`src/cprd_pkg.sv`:
```
// Shared types and constants for the cell pattern run-length decoder.
// Used by every module in src; depends on nothing.
package cprd_pkg;

    // Grid and saturation limits
    localparam int MAX_DIM   = 1024;
    localparam int OUT_CAP   = 1024;
    localparam int LIM_CAP   = (MAX_DIM < OUT_CAP) ? MAX_DIM : OUT_CAP;
    localparam int POS_W     = 11;
    localparam int COORD_W   = 10;
    localparam int CFG_W     = 11;

    localparam logic [POS_W-1:0] SAT11     = 11'd2047;
    localparam logic [CFG_W-1:0] DIM_CAP   = CFG_W'(LIM_CAP);
    localparam logic [CFG_W-1:0] DIM_RESET = 11'd64;

    // Register indexes
    localparam logic REG_GRID_WIDTH  = 1'b0;
    localparam logic REG_GRID_HEIGHT = 1'b1;

    // Pattern characters
    localparam logic [7:0] SYM_ZERO = 8'h30;
    localparam logic [7:0] SYM_NINE = 8'h39;
    localparam logic [7:0] SYM_LIVE = 8'h6F;
    localparam logic [7:0] SYM_DEAD = 8'h62;
    localparam logic [7:0] SYM_EOL  = 8'h24;

    // Command kinds handed from front to back
    localparam int KIND_W = 3;
    localparam logic [KIND_W-1:0] CMD_OTHER = 3'd0;
    localparam logic [KIND_W-1:0] CMD_DIGIT = 3'd1;
    localparam logic [KIND_W-1:0] CMD_LIVE  = 3'd2;
    localparam logic [KIND_W-1:0] CMD_DEAD  = 3'd3;
    localparam logic [KIND_W-1:0] CMD_EOL   = 3'd4;

    // Command queue depth (power of two)
    localparam int Q_DEPTH = 4;
    localparam int Q_AW    = $clog2(Q_DEPTH);
    localparam int Q_CW    = Q_AW + 1;

    // Stream widths
    localparam int S_DATA_W = 8;
    localparam int M_DATA_W = 32;

    typedef struct packed {
        logic [KIND_W-1:0] kind;
        logic [3:0]        digit;
        logic              last;
    } cmd_t;

    typedef struct packed {
        logic full;
        logic empty;
    } q_status_t;

endpackage

```
`src/cprd_front.sv`:
```
// Front end: accepts pattern characters and classifies them into commands.
// Depends on cprd_pkg.
module cprd_front (
    input  logic                            s_tvalid,
    output logic                            s_tready,
    input  logic [cprd_pkg::S_DATA_W-1:0]   s_tdata,   // [7:0] symbol
    input  logic                            s_tlast,   // last_symbol
    input  cprd_pkg::q_status_t             q_status,
    output logic                            push,
    output cprd_pkg::cmd_t                  push_cmd
);

    logic [7:0] sym;

    assign sym      = s_tdata[7:0];
    assign s_tready = !q_status.full;
    assign push     = s_tvalid && !q_status.full;

    always_comb begin
        push_cmd.last  = s_tlast;
        push_cmd.digit = 4'(sym - cprd_pkg::SYM_ZERO);
        priority if (sym >= cprd_pkg::SYM_ZERO && sym <= cprd_pkg::SYM_NINE) begin
            push_cmd.kind = cprd_pkg::CMD_DIGIT;
        end else if (sym == cprd_pkg::SYM_LIVE) begin
            push_cmd.kind = cprd_pkg::CMD_LIVE;
        end else if (sym == cprd_pkg::SYM_DEAD) begin
            push_cmd.kind = cprd_pkg::CMD_DEAD;
        end else if (sym == cprd_pkg::SYM_EOL) begin
            push_cmd.kind = cprd_pkg::CMD_EOL;
        end else begin
            push_cmd.kind = cprd_pkg::CMD_OTHER;
        end
    end

endmodule

```
`src/cprd_queue.sv`:
```
// Short command queue between the front and back ends.
// Depends on cprd_pkg.
module cprd_queue (
    input  logic                 aclk,
    input  logic                 aresetn,
    input  logic                 push,
    input  cprd_pkg::cmd_t       push_cmd,
    input  logic                 pop,
    output cprd_pkg::cmd_t       pop_cmd,
    output cprd_pkg::q_status_t  q_status
);

    cprd_pkg::cmd_t                 mem_reg [cprd_pkg::Q_DEPTH];
    logic [cprd_pkg::Q_AW-1:0]      wr_ptr_reg, wr_ptr_next;
    logic [cprd_pkg::Q_AW-1:0]      rd_ptr_reg, rd_ptr_next;
    logic [cprd_pkg::Q_CW-1:0]      count_reg, count_next;

    assign q_status.full  = (count_reg == cprd_pkg::Q_CW'(cprd_pkg::Q_DEPTH));
    assign q_status.empty = (count_reg == '0);
    assign pop_cmd        = mem_reg[rd_ptr_reg];

    always_comb begin
        wr_ptr_next = push ? wr_ptr_reg + 1'b1 : wr_ptr_reg;
        rd_ptr_next = pop  ? rd_ptr_reg + 1'b1 : rd_ptr_reg;
        count_next  = count_reg + cprd_pkg::Q_CW'(push) - cprd_pkg::Q_CW'(pop);
    end

    always_ff @(posedge aclk) begin
        if (!aresetn) begin
            wr_ptr_reg <= '0;
            rd_ptr_reg <= '0;
            count_reg  <= '0;
        end else begin
            wr_ptr_reg <= wr_ptr_next;
            rd_ptr_reg <= rd_ptr_next;
            count_reg  <= count_next;
        end
    end

    always_ff @(posedge aclk) begin
        if (push) begin
            mem_reg[wr_ptr_reg] <= push_cmd;
        end
    end

    a_no_overflow: assert property (@(posedge aclk) disable iff (!aresetn)
        push |-> !q_status.full || pop)
        else $error("command pushed into a full queue");

    a_no_underflow: assert property (@(posedge aclk) disable iff (!aresetn)
        pop |-> !q_status.empty)
        else $error("command popped from an empty queue");

endmodule

```
`src/cprd_back.sv`:
```
// Back end: executes decoded commands, tracks position and run count,
// holds the grid registers and the output register. Depends on cprd_pkg.
module cprd_back (
    input  logic                            aclk,
    input  logic                            aresetn,
    input  logic                            cfg_we,
    input  logic                            cfg_index,
    input  logic [cprd_pkg::CFG_W-1:0]      cfg_data,
    input  cprd_pkg::q_status_t             q_status,
    input  cprd_pkg::cmd_t                  pop_cmd,
    output logic                            pop,
    output logic                            m_tvalid,
    input  logic                            m_tready,
    output logic [cprd_pkg::M_DATA_W-1:0]   m_tdata,
    output logic                            m_tlast
);

    localparam int PW = cprd_pkg::POS_W;
    localparam int CW = cprd_pkg::COORD_W;

    logic [cprd_pkg::CFG_W-1:0] width_reg, height_reg;
    logic [PW-1:0] row_reg, row_next;
    logic [PW-1:0] col_reg, col_next;
    logic [PW-1:0] cnt_reg, cnt_next;
    logic          seen_reg, seen_next;

    logic          out_valid_reg, out_valid_next;
    logic [CW-1:0] out_row_reg, out_row_next;
    logic [CW-1:0] out_col_reg, out_col_next;
    logic [PW-1:0] out_len_reg, out_len_next;
    logic          out_last_reg, out_last_next;

    logic [PW-1:0] n, w_lim, h_lim, room, run_len;
    logic [14:0]   cnt_mul;
    logic [15:0]   cnt_sum;
    logic [PW:0]   col_sum, row_sum;
    logic [PW-1:0] col_adv, row_adv;
    logic          live_hit, emit;

    always_comb begin
        n       = seen_reg ? cnt_reg : PW'(1);
        w_lim   = (width_reg  > cprd_pkg::DIM_CAP) ? cprd_pkg::DIM_CAP : width_reg;
        h_lim   = (height_reg > cprd_pkg::DIM_CAP) ? cprd_pkg::DIM_CAP : height_reg;
        room    = w_lim - col_reg;
        run_len = (n < room) ? n : room;
        // count * 10 as two shifts
        cnt_mul = {1'b0, cnt_reg, 3'b000} + {3'b000, cnt_reg, 1'b0};
        cnt_sum = {1'b0, cnt_mul} + {12'd0, pop_cmd.digit};
        col_sum = {1'b0, col_reg} + {1'b0, n};
        row_sum = {1'b0, row_reg} + {1'b0, n};
        col_adv = col_sum[PW] ? cprd_pkg::SAT11 : col_sum[PW-1:0];
        row_adv = row_sum[PW] ? cprd_pkg::SAT11 : row_sum[PW-1:0];
        live_hit = (row_reg < h_lim) && (col_reg < w_lim) && (n != '0);
    end

    // Fire when a command waits and the output register is free or draining
    assign pop = !q_status.empty && (!out_valid_reg || m_tready);

    always_comb begin
        row_next  = row_reg;
        col_next  = col_reg;
        cnt_next  = cnt_reg;
        seen_next = seen_reg;
        emit      = 1'b0;

        out_valid_next = out_valid_reg && !m_tready;
        out_row_next   = out_row_reg;
        out_col_next   = out_col_reg;
        out_len_next   = out_len_reg;
        out_last_next  = out_last_reg;

        if (pop) begin
            unique case (pop_cmd.kind)
                cprd_pkg::CMD_DIGIT: begin
                    cnt_next  = (cnt_sum > 16'(cprd_pkg::SAT11)) ? cprd_pkg::SAT11
                                                                : cnt_sum[PW-1:0];
                    seen_next = 1'b1;
                end
                cprd_pkg::CMD_LIVE: begin
                    emit      = live_hit;
                    col_next  = col_adv;
                    cnt_next  = '0;
                    seen_next = 1'b0;
                end
                cprd_pkg::CMD_DEAD: begin
                    col_next  = col_adv;
                    cnt_next  = '0;
                    seen_next = 1'b0;
                end
                cprd_pkg::CMD_EOL: begin
                    row_next  = row_adv;
                    col_next  = '0;
                    cnt_next  = '0;
                    seen_next = 1'b0;
                end
                default: begin
                end
            endcase

            if (emit || pop_cmd.last) begin
                out_valid_next = 1'b1;
                out_row_next   = emit ? row_reg[CW-1:0] : '0;
                out_col_next   = emit ? col_reg[CW-1:0] : '0;
                out_len_next   = emit ? run_len : '0;
                out_last_next  = pop_cmd.last;
            end

            // Return to the origin after the closing character
            if (pop_cmd.last) begin
                row_next  = '0;
                col_next  = '0;
                cnt_next  = '0;
                seen_next = 1'b0;
            end
        end
    end

    always_ff @(posedge aclk) begin
        if (!aresetn) begin
            width_reg     <= cprd_pkg::DIM_RESET;
            height_reg    <= cprd_pkg::DIM_RESET;
            row_reg       <= '0;
            col_reg       <= '0;
            cnt_reg       <= '0;
            seen_reg      <= 1'b0;
            out_valid_reg <= 1'b0;
        end else begin
            if (cfg_we && cfg_index == cprd_pkg::REG_GRID_WIDTH) begin
                width_reg <= cfg_data;
            end
            if (cfg_we && cfg_index == cprd_pkg::REG_GRID_HEIGHT) begin
                height_reg <= cfg_data;
            end
            row_reg       <= row_next;
            col_reg       <= col_next;
            cnt_reg       <= cnt_next;
            seen_reg      <= seen_next;
            out_valid_reg <= out_valid_next;
        end
    end

    always_ff @(posedge aclk) begin
        out_row_reg  <= out_row_next;
        out_col_reg  <= out_col_next;
        out_len_reg  <= out_len_next;
        out_last_reg <= out_last_next;
    end

    assign m_tvalid = out_valid_reg;
    assign m_tlast  = out_last_reg;
    assign m_tdata  = {1'b0, out_len_reg, out_col_reg, out_row_reg};

    a_run_nonempty: assert property (@(posedge aclk) disable iff (!aresetn)
        out_valid_reg && !out_last_reg |-> out_len_reg != '0)
        else $error("result without done mark carries no live cells");

    a_run_clipped: assert property (@(posedge aclk) disable iff (!aresetn)
        out_valid_reg |-> ({1'b0, out_col_reg} + out_len_reg) <= w_lim)
        else $error("live run extends past the grid width");

    a_count_clear: assert property (@(posedge aclk) disable iff (!aresetn)
        !seen_reg |-> cnt_reg == '0)
        else $error("run count held without a digit seen");

endmodule

```
`src/cell_pattern_rle_decoder_unit.sv`:
```
// Path: the edge that accepts a character writes its command into the queue; the back
// end pops it once the output register is free and registers its result there.
// Throughput: one character per cycle sustained while the queue has room; the back end executes one
// queued command per cycle and stalls only while the output register is held.
// Reset: aresetn is synchronous, active low; it empties the queue, drops any
// pending result, clears position and count, and sets width and height to 64.
module cell_pattern_rle_decoder_unit (
    input  logic                            aclk,
    input  logic                            aresetn,
    // Configuration write port
    input  logic                            cfg_we,
    input  logic                            cfg_index,  // 0: grid_width, 1: grid_height
    input  logic [cprd_pkg::CFG_W-1:0]      cfg_data,
    // Character stream in
    input  logic                            s_tvalid,
    output logic                            s_tready,
    input  logic [cprd_pkg::S_DATA_W-1:0]   s_tdata,    // [7:0] symbol
    input  logic                            s_tlast,    // last_symbol
    // Live run stream out
    output logic                            m_tvalid,
    input  logic                            m_tready,
    output logic [cprd_pkg::M_DATA_W-1:0]   m_tdata,    // [9:0] run_row, [19:10] run_col,
                                                        // [30:20] run_length, [31] zero
    output logic                            m_tlast     // done_res
);

    // Front to queue
    logic                 push;
    cprd_pkg::cmd_t       push_cmd;

    // Queue to back
    logic                 pop;
    cprd_pkg::cmd_t       pop_cmd;
    cprd_pkg::q_status_t  q_status;

    // Classify each accepted character; hold off the source when the queue fills
    cprd_front u_front (
        .s_tvalid (s_tvalid),
        .s_tready (s_tready),
        .s_tdata  (s_tdata),
        .s_tlast  (s_tlast),
        .q_status (q_status),
        .push     (push),
        .push_cmd (push_cmd)
    );

    // Decouple the input side from output stalls
    cprd_queue u_queue (
        .aclk     (aclk),
        .aresetn  (aresetn),
        .push     (push),
        .push_cmd (push_cmd),
        .pop      (pop),
        .pop_cmd  (pop_cmd),
        .q_status (q_status)
    );

    // Advance position and count, clip runs, register results
    cprd_back u_back (
        .aclk      (aclk),
        .aresetn   (aresetn),
        .cfg_we    (cfg_we),
        .cfg_index (cfg_index),
        .cfg_data  (cfg_data),
        .q_status  (q_status),
        .pop_cmd   (pop_cmd),
        .pop       (pop),
        .m_tvalid  (m_tvalid),
        .m_tready  (m_tready),
        .m_tdata   (m_tdata),
        .m_tlast   (m_tlast)
    );

endmodule

```
`config.mk`:
```
export PLATFORM = sky130hd
export DESIGN_NAME = cell_pattern_rle_decoder_unit
export DESIGN_NICKNAME = d
export VERILOG_FILES = /design/src/cprd_pkg.sv /design/src/cprd_front.sv /design/src/cprd_queue.sv /design/src/cprd_back.sv /design/src/cell_pattern_rle_decoder_unit.sv
export SDC_FILE = /design/constraint.sdc
export NUM_CORES = 1
export LEC_CHECK = 0
export BUFFER_PORTS_ARGS = -buffer_cell sky130_fd_sc_hd__buf_2
export CORE_MARGIN = 3
export CORE_UTILIZATION = 56
export DETAILED_ROUTE_END_ITERATION = 16
export GPL_TIMING_DRIVEN = 0
export PLACE_DENSITY = 0.8
export SETUP_SLACK_MARGIN = 0.4
export SYNTH_ARGS = -nofsm -noshare
export SYNTH_HDL_FRONTEND = slang
export SYNTH_SLANG_ARGS = --single-unit
```
`constraint.sdc`:
```
create_clock -name aclk -period 7.1 [get_ports aclk]
set_input_delay 0.71 -clock aclk [delete_from_list [all_inputs] [get_ports aclk]]
set_output_delay 0.71 -clock aclk [all_outputs]
set_load 0.02 [all_outputs]
```
==> out/metrics.yaml, run 1 <==
status:
  status: "completed"
clock_network:
  clock_latency_ps: 430
  cts_buffers: 17
  clockBufferDepth: 2
  hold_buffers: 0
  cts_resized: 0
  path_clk_slew_ps: 60
  cts_tree: "done"
  cts_sinks: 130
  cts_setup_buffers: 0
  htree_num_levels: 4
  root_buffer: "clkbuf_16"
power:
  powerDensity_nw_per_um2: 291
  internal-power_uw: 1740
  comb_power_share_pct: 30.1
  p_seq_share_pct: 37.9
  p_switching_uw: 924
  swShare_pct: 34.7
  ir_drop_v: 0.000248
  leakagePower_uw: 0.00386
  p_clk_share_pct: 32.1
routing:
  detail_route.iter0.violations: 449
  wl_per_cell_um: 17.5
  drcViolationCount: 0
  routed_via_density: 5.93
  ant_nets: 0
  vias: 6396
  wl_um: 18800
  dr.pass1.iters: 5
synth:
  synthArstFlopShare_pct: 0
  synth.avg_cell_area_um2: 9.98
  yosysWarnings: 0
  ys_types: 69
  ys_seq_elements: 130
  synth_nets: 919
  synth_cells: 807
  yosysSeqAreaShare_pct: 40.3
  ys.flop_type: "dfxtp_1"
  netlist_area_um2: 8050
  synth_edf_count: 64
floorplan:
  die_h_um: 126
  core_area_um2: 14000
  dieArea_um2: 15900
  ios: 61
  rows: 43
  die_width_um: 126
  initial_core_util_pct: 57.6
global_routing:
  track_usage_pct: 24.3
  grt_max_degree: 33
  grt_pass1_wl_um: 30900
  overflow: 0
  antenna_found_initial: 0
  grt_pass1_vias: 6160
timing:
  max_freq_mhz: 225
  rsz0062_at_grt: "no"
  worst_slack_ps: 2660
  setup_viol: 0
  fin_tns_setup_ps: 0
  slew_viol_final: 0
  slew_headroom_pct: 43.7
  period_needed_ps: 4440
  skew_ps: 6.98
  hold_viol: 0
  finalCritPeriodShare_pct: 62.5
  whs_ps: 468
  worst_pin_slew_ps: 844
cells_and_area:
  final_common_cell: "nand2_1"
  antenna_cells: 0
  fin_nets: 997
  layout-drive-gt1-share_pct: 14.4
  largest_reg_flops: 32
  final_util_pct: 65.4
  area_growth_pct: 13.6
  most-common-layout-cells: "nand2_1, ha_1, dfxtp_1"
worst_setup_path:
  crit_chain: "clkbuf_1, nor2b_1, ha_1, and2_1, a21boi_0, a21boi_0, nor3_1, or2_2, ha_1, or4_1, o31ai_1, clkbuf_1, mux2i_1, nor2b_1"
  critPathRequiredTime_ps: 7260
  cp-end-kind: "flip-flop"
  critPathTopFamily: "simple AND/OR/NAND/NOR gates"
  crit_type: "flip-flop to flip-flop"
  worstPathMaxFanout: 10
  worstPathArrival_ps: 4600
  crit_buf_inv: 2
  startpoint_type: "flip-flop"
  crit_path_max_incr_delay_ps: 510
  cpMaxStageDelayCell: "or4_1"
worst_hold_path:
  hold_path_class: "flip-flop to flip-flop"
placement:
  dp_slack_ps: 2630
  gp_congestion: 0.930
  hpwl_um: 13800
  numPortBuffers: 59
flow_run:
  drv_cap: 0
layout make-up:
| type | count | area, um2 |
|---|---|---|
| multi-input cells | 611 | 4540 |
| inverters | 33 | 124 |
| repair buffers | 59 | 295 |
| well taps | 180 | 225 |
| flip-flops and latches | 130 | 3240 |
| clock inverters | 15 | 148 |
| plain buffers | 33 | 151 |
| clock buffers | 17 | 425 |
| fillers | 1145 | 4840 |
layer usage:
layer,wire [um],track usage (%)
met4,469,8.39
met5,0,0
met3,1080,5.05
met2,8710,38.5
met1,8560,33.5
worst min-delay path: stages (launching register included):
cell	delay, ps
dfxtp_1	310
nand2_1	50
a21boi_0	60
cells by family after synthesis:
| kind of cell | Yosys count | share of synthesized area (%) |
|---|---|---|
| and+or+nand+nor | 278 | 18.4 |
| AOI/OAI and AO/OA | 207 | 18.2 |
| DFF | 130 | 40.3 |
| adders and majority gates | 86 | 13.9 |
| buffers and inverters | 66 | 3.42 |
| xor gates and xnor gates | 25 | 2.72 |
| muxes | 14 | 2.98 |
| other | 1 | 0.0466 |
stage by stage:
| step | cell area [um2] | power, uW | std cells |
|---|---|---|---|
| after floorplan | 8050 | 1580 | 807 |
| after global placement | 8570 | 1790 | 1046 |
| after detailed placement | 8570 | 1820 | 1046 |
| after CTS | 9150 | 2680 | 1078 |
| after global routing | 9150 | 2790 | 1078 |
| final | 9150 | 2660 | 1078 |
power groups by stage:
stage / clock network (uW) / registers, uW / logic (uW)
floorplan: 0 / 1120 / 462
global placement: 0 / 1020 / 769
detailed placement: 0 / 1030 / 793
CTS: 861 / 1010 / 804
global route: 891 / 1020 / 883
finish: 853 / 1010 / 799
cell usage after synthesis, types with 4 or more instances:
cell       instances  area share (%)
a211o_1            4            0.43
a211oi_1           8            0.75
a21boi_0          28             2.6
a21o_1            10            0.93
a21oi_1           23             1.4
a22o_1            11             1.2
a31oi_1            6            0.47
and2_1            40             3.1
and3_1             4            0.31
buf_2              6            0.37
clkbuf_1          21            0.98
dfxtp_1           66              16
edfxtp_1          64              24
fa_1               6             1.5
ha_1              80              12
inv_1             33             1.5
mux2i_1            6            0.75
mux4_2             8             2.2
nand2_1           92             4.3
nand2b_1           6            0.47
nand3_1           10            0.62
nand4_1            4            0.31
nor2_1            37             1.7
nor2b_1           22             1.7
nor3_1            12            0.75
nor3b_1            4            0.37
nor4_1            20             1.6
nor4_2             6            0.93
o21a_1            29             2.7
o21ai_0           37             2.3
o21bai_1           6            0.56
o2bb2ai_1         11             1.2
o31a_1             5            0.54
o31ai_1            5            0.47
or3_1              5            0.39
xnor2_1           17             1.8
xor2_1             8            0.87
worst paths after layout:
path,from,to,slack (ps),depth (start not counted)
worst max-delay path,u_back.width_reg[10]$_SDFFE_PN0P_,u_back.out_len_reg[0]$_SDFFCE_PN0P_,2660,14
worst min-delay path,u_back.height_reg[2]$_SDFFE_PN0P_,u_back.height_reg[2]$_SDFFE_PN0P_,470,2
worst max register to register,u_back.width_reg[10]$_SDFFE_PN0P_,u_back.out_len_reg[0]$_SDFFCE_PN0P_,2660,14
worst min register to register,u_back.height_reg[2]$_SDFFE_PN0P_,u_back.height_reg[2]$_SDFFE_PN0P_,470,2
No activity file was read; power rests on OpenSTA's default activity.
==> run 2, diff against run 1 <==
Clock period 7.1 ns to 4.28 ns, I/O delays scaled along.
==> run 2 against run 1 <==
Sequential share of layout area down 0.86 points. Largest cell class unchanged. Clock skew about the same. Sequential cell count unchanged. Highest routed layer unchanged.
==> out/metrics.yaml, run 2 (same netlist as run 1, synthesis figures left out) <==
routing:
  wl_per_cell_um: 17.6  # +1.1%
  dr.pass1.iters: 5  # unchanged
  routed_via_density: 5.95  # +0.26%
  vias: 6472  # +1.2%
  drcViolationCount: 0  # unchanged
  detail_route.iter0.violations: 424  # -5.6%
  wl_um: 19200  # +2.0%
  ant_nets: 0  # unchanged
global_routing:
  track_usage_pct: 24.5  # +0.12 points
  grt_pass1_wl_um: 31000  # +0.41%
  grt_max_degree: 33  # unchanged
  overflow: 0  # unchanged
  grt_pass1_vias: 6187  # +0.44%
  antenna_found_initial: 0  # unchanged
cells_and_area:
  most-common-layout-cells: "nand2_1, ha_1, dfxtp_1"
  fin_area_um2: 9380  # +2.5%
  final_common_cell: "nand2_1"
  fin_nets: 1007  # +1.0%
  multi_input_area_um2: 4650  # +2.6%
  final_util_pct: 67.0  # +1.6 points
  area_growth_pct: 16.5
  layout-drive-gt1-share_pct: 18.1  # +3.7 points
  antenna_cells: 0  # unchanged
  num-fill-cells: 1106  # -3.4%
  seq_area_um2: 3240  # about the same
  largest_reg_flops: 32  # unchanged
placement:
  hpwl_um: 13800  # unchanged
  placed_area_um2: 8570  # unchanged
  numPortBuffers: 59  # unchanged
  gp_congestion: 0.930  # unchanged
timing:
  slew_viol_final: 0  # unchanged
  period_needed_ps: 3780  # -664 ps
  whs_ps: 227  # -241 ps
  finalCritPeriodShare_pct: 88.2  # +26 points
  rsz0062_at_grt: "no"
  hold_viol: 0  # unchanged
  slew_headroom_pct: 46.0  # +2.3 points
  worst_pin_slew_ps: 805  # -39.4 ps
  skew_ps: 6.53  # -0.449 ps
  max_freq_mhz: 265  # +18%
  setup_viol: 0  # unchanged
power:
  leakagePower_uw: 0.00395  # +2.4%
  ir_drop_v: 0.000414  # +67%
  total_power_uw: 4510  # +70%
  powerDensity_nw_per_um2: 481  # +65%
flow_run:
  drv_cap: 0  # unchanged
worst_setup_path:
  worstPathArrival_ps: 3940  # -660 ps
  critPathRequiredTime_ps: 4450  # -2810 ps
  r2r_slack_ps: 500  # -2160 ps
  startpoint_type: "flip-flop"
  crit_type: "flip-flop to flip-flop"
  worstPathMaxFanout: 10  # unchanged
  cp-end-kind: "flip-flop"
floorplan:
  initial_core_util_pct: 57.6  # unchanged
  die_h_um: 126  # unchanged
  core_area_um2: 14000  # unchanged
  ios: 61  # unchanged
  rows: 43  # unchanged
  die_width_um: 126  # unchanged
  dieArea_um2: 15900  # unchanged
clock_network:
  root_buffer: "clkbuf_16"
  cts_tree: "done"
  clock_latency_ps: 430  # about the same
  path_clk_slew_ps: 60  # about the same
  cts_buffers: 17  # unchanged
  cts_sinks: 130  # unchanged
  clockBufferDepth: 2  # unchanged
  htree_num_levels: 4  # unchanged
worst_hold_path:
  hold_path_class: "input port to flip-flop"
status:
  status: "completed"
[run 2: layer usage]
layer	global-route usage (%)	wire length [um]
met2	38.7	8860
met4	8.39	520
met3	5.09	1140
met1	33.7	8680
met5	0	0
[run 2: worst max-delay path, stage by stage, from the launching register on]
cell and delay (ps):
dfxtp_2 360, buf_8 150, nor2b_2 190, ha_1 320
o211ai_1 210, a21boi_0 110, a21boi_1 160, o21a_1 220
or2_2 290, ha_1 200, or4_4 500, o22a_1 230
o31ai_4 80, buf_6 160, mux2i_1 220, nor2b_1 100
[run 2: through the flow]
stage / cells / setup slack (ps) / TNS, ps
finish: 1088 / 504 / 0
global route: 1088 / 376 / 0
CTS: 1079 / 406 / 0
detailed placement: 1046 / -189 / -6030
global placement: 1046 / -59.6 / -1820
floorplan: 807 / 608 / 0
[run 2: repair_timing]
| item | 4_1_cts | 5_1_grt |
|---|---|---|
| hold buffers | 0 | 0 |
| cloned | 0 | 1 |
| resized for setup | 17 | 35 |
| endpoints found under the setup margin | 54 | 54 |
| buffers inserted | 1 | 8 |
| pin swaps | 0 | 6 |
[run 2: final cells by class]
type                       instances  area share, %
multi-input combinational        611           49.6
sequential                       130           34.6
clock buffer                      17           4.54
timing repair buffer              69           3.95
tap                              180           2.40
buffer                            33           2.01
clock inverter                    15           1.57
inverter                          33           1.32
[run 2: path summary, 6_finish.rpt]
path	end	cells after the start	startpoint
hold reg to reg	u_back.height_reg[2]$_SDFFE_PN0P_	2	u_back.height_reg[2]$_SDFFE_PN0P_
hold / removal	u_queue.mem_reg[1][0]$_DFFE_PP_	1	s_tlast
setup / recovery	u_back.out_len_reg[0]$_SDFFCE_PN0P_	15	u_back.width_reg[10]$_SDFFE_PN0P_
setup reg to reg	u_back.out_len_reg[0]$_SDFFCE_PN0P_	15	u_back.width_reg[10]$_SDFFE_PN0P_
[run 2: report_power, final]
| group | internal [uW] | total (uW) | switching (uW) |
|---|---|---|---|
| Sequential | 1580 | 1670 | 88.9 |
| Combinational | 546 | 1420 | 874 |
| Clock | 815 | 1420 | 605 |
| Total | 2940 | 4510 | 1570 |
==> run 3, diff against run 2 <==
Settings changed: CORE_UTILIZATION 56 to 55, PLACE_DENSITY 0.8 to 0.82.
Clock period 4.28 ns to 3.2 ns, I/O delays scaled along.
==> run 3 against run 2 <==
The run now ends with setup timing left. Maximum frequency decreased by 1.6%. Critical path depth fell by 2. Sequential cell count did not move. Core utilization rose by 5.2 points. Register-to-register slack worse by 1100 ps. Hold slack worse by 120 ps. Final area rose by 8.7%. Combinational power is 70% higher. Via count is 11% higher. Largest cell class unchanged.
==> out/metrics.yaml, run 3 (same netlist as run 1, synthesis figures left out) <==
flow_run:
  drv_cap: 0  # unchanged
worst_hold_path:
  min-delay-start: "s_tlast"
  hold_path_class: "input port to flip-flop"
worst_setup_path:
  worstPathMaxFanout: 5  # -5
  crit_type: "flip-flop to flip-flop"
  crit_chain: "buf_12, mux4_2, inv_2, fa_1, inv_2, ha_4, a211o_1, a2111o_1, a2111o_1, o211a_4, buf_8, nor4b_4, o2bb2ai_1"
  worstPathArrival_ps: 4130  # +190 ps
  startpoint_type: "flip-flop"
  cp-end-kind: "flip-flop"
  critPathTopFamily: "compound AO/OA/AOI/OAI gates"
  crit_buf_inv: 4  # +2
  cpMaxStageDelayCell: "mux4_2"
  crit_path_max_incr_delay_ps: 500  # about the same
  critPathRequiredTime_ps: 3490  # -960 ps
global_routing:
  grt_pass1_wl_um: 35400  # +14%
  grt_max_degree: 17  # -48%
  overflow: 0  # unchanged
  grt_pass1_vias: 6973  # +13%
  antenna_found_initial: 0  # unchanged
  track_usage_pct: 27.8  # +3.3 points
routing:
  vias: 7182  # +11%
  wl_per_cell_um: 20.8  # +18%
  wl_um: 23400  # +22%
  routed_via_density: 6.39  # +7.4%
  detail_route.iter0.violations: 602  # +42%
  dr.pass1.iters: 6  # +1
  drcViolationCount: 0  # unchanged
  ant_nets: 0  # unchanged
status:
  status: "finished with violations"
  violations: "setup timing"
clock_network:
  htree_num_levels: 4  # unchanged
  path_clk_slew_ps: 60  # about the same
  root_buffer: "clkbuf_16"
  cts_sinks: 130  # unchanged
  cts_tree: "done"
  hold_buffers: 0  # unchanged
  clock_latency_ps: 440  # about the same
  cts_buffers: 17  # unchanged
  clockBufferDepth: 2  # unchanged
floorplan:
  ios: 61  # unchanged
  die_h_um: 127  # +0.86%
  core_area_um2: 14100  # +0.77%
  dieArea_um2: 16100  # +1.7%
  die_width_um: 127  # +0.86%
  rows: 43  # unchanged
  initial_core_util_pct: 57.1  # -0.44 points
placement:
  placed_area_um2: 8640  # +0.82%
  dp_slack_ps: -731  # -542 ps
  hpwl_um: 13900  # +0.18%
  gp_congestion: 0.937  # +0.67%
  numPortBuffers: 59  # unchanged
power:
  leakagePower_uw: 0.00427  # +8.1%
  powerDensity_nw_per_um2: 642  # +33%
  ir_drop_v: 0.000428  # +3.4%
timing:
  setup_viol: 22  # +22
  worst_pin_slew_ps: 679  # -126 ps
  period_needed_ps: 3840  # +59.8 ps
  slew_viol_final: 0  # unchanged
  slew_headroom_pct: 54.7  # +8.7 points
  fin_tns_setup_ps: -10350  # -10350 ps
  worst_slack_ps: -636  # -1140 ps
  max_freq_mhz: 261  # -1.6%
  finalCritPeriodShare_pct: 120  # +32 points
  hold_viol: 0  # unchanged
  skew_ps: 13.9  # +7.37 ps
  rsz0062_at_grt: "yes"
cells_and_area:
  fin_area_um2: 10200  # +8.7%
  multi_input_area_um2: 5070  # +9.1%
  antenna_cells: 0  # unchanged
  num-fill-cells: 938  # -15%
  final_common_cell: "nand2_1"
  area_growth_pct: 26.5
  largest_reg_flops: 32  # unchanged
  layout-drive-gt1-share_pct: 26.8  # +8.7 points
  seq_area_um2: 3250  # +0.23%
  most-common-layout-cells: "nand2_1, ha_1, edfxtp_1"
  fin_nets: 1043  # +3.6%
run 3: changes by cell type in the layout (fill, tap and decap cells not counted), moves of 6 or more:
cell,previous run,this run
and2_1,40,34
buf_4,12,33
ha_1,79,68
ha_4,0,9
nor2b_4,1,7
nor4_4,2,8
run 3: final timing paths:
check                                 endpoint  slack, ps  cells after the start
max             u_back.cnt_reg[8]$_SDFFE_PN0P_       -640                     13
min            u_queue.mem_reg[2][0]$_DFFE_PP_        110                      1
max reg2reg     u_back.cnt_reg[8]$_SDFFE_PN0P_       -640                     13
min reg2reg  u_back.height_reg[0]$_SDFFE_PN0P_        470                      2
run 3: what timing repair did:
action                                  CTS  global route
endpoints found under the setup margin   85            87
gates cloned                              6             0
pin swaps                                27            25
buffers inserted                         27            13
resized for setup                        78            49
run 3: layout make-up:
cell class              instances  share of cell area [%]
repair buffers                103                    7.08
flip-flops and latches        130                    31.9
multi-input cells             613                    49.8
clock buffers                  19                    4.25
inverters                      33                    1.22
plain buffers                  33                    2.28
well taps                     180                    2.21
clock inverters                13                    1.25
run 3: metal layers:
layer / vias to the layer above / share of wire (%) / global-route usage (%)
li1: 3236 / - / -
met3: 108 / 7.9 / 6.44
met4: 0 / 4.6 / 13.2
met5: - / 0 / 0
met1: 3427 / 40 / 35.0
met2: 411 / 47 / 45.5
run 3: report_power, final:
part	leakage, uW	internal (uW)	switching (uW)
combinational	0.00286	1020	1400
clock	0.000265	1080	798
sequential	0.00114	2120	136
total	0.00427	4210	2330
run 3: stage by stage:
stage	hold slack (ps)	std cells	util, %	power (uW)
after detailed placement	461	1046	61.3	4060
final	109	1124	72.3	6540
after global routing	120	1124	72.3	6790
after floorplan	419	807	-	3540
after global placement	449	1046	61.3	4000
after CTS	108	1111	70.0	6310
run 3: worst reg2reg max path: cells and delay by family, from the launching register on:
| kind | cells | cell delay (ps) |
|---|---|---|
| adder cells (fa/ha/maj) | 2 | 640 |
| buffers and inverters | 4 | 450 |
| AND/OR/NAND/NOR | 1 | 310 |
| flip-flops | 1 | 350 |
| AO/OA/AOI/OAI | 5 | 1460 |
| multiplexers | 1 | 500 |
